--- config.mk ---
export PLATFORM = sky130hd
export DESIGN_NAME = pcte_packer
export DESIGN_NICKNAME = d
export VERILOG_FILES = /design/src/rtl/core/pcte_pkg.sv /design/src/rtl/core/pcte_packer.sv
export SDC_FILE = /design/constraint.sdc
export NUM_CORES = 1
export LEC_CHECK = 0
export BUFFER_PORTS_ARGS = -buffer_cell sky130_fd_sc_hd__buf_4
export CORE_UTILIZATION = 42
export CTS_CLUSTER_DIAMETER = 60
export DETAILED_ROUTE_END_ITERATION = 6
export PLACE_DENSITY = 0.68
export RECOVER_POWER = 100
export SLEW_MARGIN = 20
export SYNTH_ARGS = -nofsm -noshare
export SYNTH_HDL_FRONTEND = slang
export SYNTH_SLANG_ARGS = --single-unit
--- constraint.sdc ---
create_clock -name clk -period 4.8 [get_ports clk]
set_input_delay 0.24 -clock clk [delete_from_list [all_inputs] [get_ports clk]]
set_output_delay 0.24 -clock clk [all_outputs]
set_load 0.01 [all_outputs]
--- src/rtl/core/pcte_pkg.sv ---
// Package for the prefix code table encoder.
// Holds table sizes, item kind codes and the packer command and result types.
// No dependencies.
`timescale 1ns / 1ps
`default_nettype none

package pcte_pkg;

  localparam int TABLE_DEPTH   = 256;
  localparam int MAX_CODE_BITS = 8;
  localparam int TBL_AW        = $clog2(TABLE_DEPTH);

  localparam int KIND_W   = 2;
  localparam int SYMBOL_W = 8;
  localparam int CODE_W   = 8;
  localparam int LEN_W    = 4;
  localparam int ENTRY_W  = LEN_W + CODE_W;
  localparam int BYTE_W   = 8;
  localparam int CNT_W    = 3;

  localparam logic [KIND_W-1:0] KIND_LOAD   = 2'd0;
  localparam logic [KIND_W-1:0] KIND_ENCODE = 2'd1;
  localparam logic [KIND_W-1:0] KIND_FLUSH  = 2'd2;

  localparam logic STATUS_OK       = 1'b0;
  localparam logic STATUS_NO_ENTRY = 1'b1;

  localparam logic [LEN_W-1:0] MAX_LEN = LEN_W'(MAX_CODE_BITS);

  typedef struct packed {
    logic [KIND_W-1:0] kind;
    logic              hit;
    logic [CODE_W-1:0] code;
    logic [LEN_W-1:0]  length;
  } pack_cmd_t;

  typedef struct packed {
    logic              has_result;
    logic [BYTE_W-1:0] out_byte;
    logic              status;
  } pack_res_t;

endpackage

`default_nettype wire

--- src/rtl/core/pcte_packer.sv ---
// MSB-first byte packer of the prefix code table encoder.
// Holds the pack buffer and bit count; computes at most one result per word.
// Depends on pcte_pkg.
`timescale 1ns / 1ps
`default_nettype none

module pcte_packer import pcte_pkg::*; (
  input  logic      clk,
  input  logic      rst,
  input  logic      advance,
  input  pack_cmd_t cmd,
  output pack_res_t res
);

  logic [BYTE_W-1:0]   buffer;
  logic [CNT_W-1:0]    count;
  logic [BYTE_W-1:0]   buffer_next;
  logic [CNT_W-1:0]    count_next;

  logic [CODE_W-1:0]   code_mask;
  logic [4:0]          total;
  logic [3:0]          rem;
  logic [2*BYTE_W-1:0] acc;
  logic [2*BYTE_W-1:0] flush_acc;
  logic [2*BYTE_W-1:0] emit_acc;

  always_comb begin
    code_mask = ~(8'hFF << cmd.length);
    total     = 5'(count) + 5'(cmd.length);
    rem       = total[3:0] - 4'd8;
    acc       = ({8'b0, buffer} << cmd.length) | {8'b0, cmd.code & code_mask};
    emit_acc  = acc >> rem;
    flush_acc = {buffer, 8'b0} >> count;

    buffer_next    = buffer;
    count_next     = count;
    res.has_result = 1'b0;
    res.out_byte   = '0;
    res.status     = STATUS_OK;

    unique case (cmd.kind)
      KIND_ENCODE: begin
        if (!cmd.hit) begin
          res.has_result = 1'b1;
          res.status     = STATUS_NO_ENTRY;
        end else if (cmd.length <= MAX_LEN) begin
          if (total >= 5'd8) begin
            res.has_result = 1'b1;
            res.out_byte   = emit_acc[BYTE_W-1:0];
            buffer_next    = acc[BYTE_W-1:0] & ~(8'hFF << rem);
            count_next     = rem[CNT_W-1:0];
          end else begin
            buffer_next = acc[BYTE_W-1:0];
            count_next  = total[CNT_W-1:0];
          end
        end
      end
      KIND_FLUSH: begin
        res.has_result = 1'b1;
        res.out_byte   = flush_acc[BYTE_W-1:0];
        buffer_next    = '0;
        count_next     = '0;
      end
      default: begin
      end
    endcase
  end

  always_ff @(posedge clk) begin
    if (rst) begin
      buffer <= '0;
      count  <= '0;
    end else if (advance) begin
      buffer <= buffer_next;
      count  <= count_next;
    end
  end

endmodule

`default_nettype wire

==> impl_metrics.csv <==
group,metric,value,unit
critical_path,r2r_slack,1.05,ns
placement,post-place-ws,1.42,ns
power,power,379,uW
routing,vias,2663,
layout,syn_to_final_growth,8.29,%
critical_path,rr_worst_depth,8,
routing,dr.pass1.iters,5,
yosys,syn-num-nets,341,
layout,drive_gt1_share,15.0,%
yosys,yosysSeqAreaShare,9.67,%
power,ir_drop,0.129,mV
floorplanning,fp.coreArea,0.00517,mm2
critical_path,cp_max_fo,19,
placement,place.gp.congestion,0.903,
yosys,netlist_area,0.00228,mm2
layout,fillers,527,
layout,multi_input_area,0.00191,mm2
sta,fin_hold_ws,0.257,ns
clock_tree,cts_inserted_buffers,3,
power,combinationalPowerShare,48.7,%
min_path,hold_class,"input port to flop",
layout,layout.nets,346,
yosys,synth_area_per_cell,7.19,um2
floorplanning,die_w,75.7,um
clock_tree,clkTransAtPathRegs,0.05,ns
yosys,yosysUniqueCellTypes,64,
routing,vias_per_cell,6.81,
sta,fin_ws,0.796,ns
clock_tree,clockRootBuffer,"clkbuf_8",
layout,ff_latch_area,220,um2
clock_tree,cts_sinks,11,
critical_path,timing.rr.end,"buffer[1]$_SDFFE_PP0P_",
sta,slew_headroom,31.6,%
sta,tightest_slew,1.03,ns
layout,num_antenna_cells,0,
sta,fmax,250,MHz
critical_path,cp-end-kind,"output pin",
yosys,ys.flop_type,"dfxtp_1",
global_route,grt_pass1_wl,11700,um
yosys,synth_edf_count,0,
clock_tree,holdBufCountCts,0,
global_route,grt_max_degree,36,
floorplanning,io_pins,28,
floorplanning,initial_core_util,44.0,%
run_status,status,"completed",
global_route,grtUsageTotal,27.2,%
global_route,grt_overflow,0,
sta,rsz0062_at_grt,"false",
min_path,hold_depth,2,
power,intPower,224,uW
sta,fin_tns_setup,0,ns
placement,io_buffers,27,
global_route,grt_pass1_vias,2271,
clock_tree,cts_buffer_depth,2,
routing,wl,7380,um
floorplanning,num_rows,26,
critical_path,path_cells,"ha_1, a211o_1, a21oi_1, or2_0, nor2_1, a22oi_1, o211ai_1, o22ai_1, clkbuf_1",
power,powerDensity,154,mW/mm2
layout,mostFrequentLayoutCell,"nor2_1",
critical_path,path_class,"flop to output pin",
yosys,async_flop_share,0,%
routing,drtIter0Drc,328,
routing,drc,0,
global_route,antenna_found_initial,0,
critical_path,slowest_stage,"or2_0",
critical_path,slowest_delay,0.83,ns
power,power_frac_clock,24.8,%
placement,hpwl,5350,um
power,seq_power_share,26.5,%
routing,wl_per_cell,18.9,um
yosys,yosys_warnings,0,
critical_path,cp-start-kind,"flop",
sta,min_period_over_period,83.4,%
sta,final-hold-violation-count,0,
job,cap_violations,0,
yosys,synthCells,317,
sta,fin_crit,4.00,ns
power,power_switching,155,uW
floorplanning,die-area,0.00572,mm2
routing,ant_nets,0,
sta,clock_skew,0.00109,ns
floorplanning,die_y,75.7,um
layout,mostFrequentLayoutCells,"nor2_1 (36), a21oi_1 (24), nand2_1 (22), nand3_1 (18), buf_4 (18)",
sta,slew_violations,0,
layout,postLayoutCoreUtil,47.7,%
clock_tree,cts_resized,0,
power,p_leak,0.000883,uW
critical_path,arrival,3.76,ns
critical_path,cp_data_required_time,4.56,ns
clock_tree,cts_tree,"yes",
sta,setup_viol,0,
clock_tree,post_cts_buffers,0,
min_path,hold_end,"count[0]$_SDFFE_PP0P_",
power,p_sw_share,40.8,%
yosys,synth_seq_cells,11,
clock_tree,clk_latency,0.24,ns
clock_tree,cts_max_level,1,
min_path,worstHoldStart,"rst",
critical_path,reg2reg_from,"count[1]$_SDFFE_PP0P_",
## logic make-up after synthesis
| logic type | share of synthesized area [%] |
|---|---|
| adders and majority gates | 3.62 |
| muxes | 22.5 |
| DFF | 9.66 |
| buffers and inverters | 6.59 |
| AOI/OAI and AO/OA | 28.0 |
| and+or+nand+nor | 28.9 |
| xor gates and xnor gates | 0.769 |
## stage by stage
stage	instances	instance area, um2
5_1_grt	391	2470
3_3_place_gp	387	2460
6_report	391	2470
4_1_cts	391	2510
3_5_place_dp	387	2460
2_1_floorplan	317	2280
## worst max path at each step
stage                                from      to  slack (ns)  cells past startpoint
CTS                 count[0]$_SDFFE_PP0P_  res[5]        1.17                      8
global route        count[1]$_SDFFE_PP0P_  res[4]        0.51                      9
floorplan           count[2]$_SDFFE_PP0P_  res[1]        1.83                      9
finish              count[1]$_SDFFE_PP0P_  res[4]        0.80                      9
global placement                   cmd[0]  res[5]        1.43                      9
detailed placement                 cmd[0]  res[3]        1.42                      8
## power by group through the flow
stage / clock (uW) / sequential, uW / combinational, uW
floorplan: 0 / 98.2 / 137
CTS: 94.6 / 100 / 181
detailed placement: 0 / 102 / 180
finish: 93.9 / 100 / 185
global route: 102 / 101 / 199
global placement: 0 / 102 / 181
## sequential cells by signal (all words and copies together) (netlist names)
signal	count
count	3
buffer	8
## Yosys cell counts, drive strengths merged, types with 3 or more instances
master | number | share of area (%)
a21oi | 24 | 5.3
o211ai | 4 | 1.3
nand2b | 5 | 1.4
o21ai | 15 | 3.3
nand3 | 18 | 4.0
mux4 | 6 | 6.1
nor2 | 36 | 5.9
a32o | 3 | 1.3
ha | 5 | 2.7
a2111oi | 3 | 1.2
a211oi | 5 | 1.6
a211o | 3 | 1.2
nor2b | 4 | 1.1
a32oi | 3 | 1.2
nand2 | 22 | 3.6
dfxtp | 11 | 9.7
nor3 | 10 | 2.4
nand4 | 4 | 1.1
clkbuf | 24 | 4.0
a22oi | 3 | 0.99
and3 | 5 | 1.4
nor4 | 9 | 2.5
o22ai | 3 | 0.82
a311o | 3 | 1.3
buf | 5 | 1.3
or2 | 3 | 0.82
inv | 7 | 1.2
mux2i | 18 | 8.5
mux2 | 16 | 7.9
a31oi | 5 | 1.4
## layout make-up
| class | count | share of cell area (%) |
|---|---|---|
| multi-input combinational | 269 | 77.3 |
| sequential | 11 | 8.92 |
| timing repair buffer | 29 | 7.15 |
| tap | 70 | 3.55 |
| clock buffer | 4 | 1.83 |
| inverter | 8 | 1.22 |
## layer usage
metal	wire, um	up-vias	track usage, %
met5	0	-	0
met2	3430	153	42.8
met1	3320	1263	38.8
li1	-	1232	-
met3	484	15	3.84
met4	149	0	7.41
## worst max-delay path, delay by kind of cell, from the launching register on
kind,cells,cell delay [ns]
AND/OR/NAND/NOR,2,1.21
AO/OA/AOI/OAI,5,1.16
flip-flops,1,0.62
adder cells (fa/ha/maj),1,0.32
buffers and inverters,1,0.17
(Power assumes the default switching activity.)
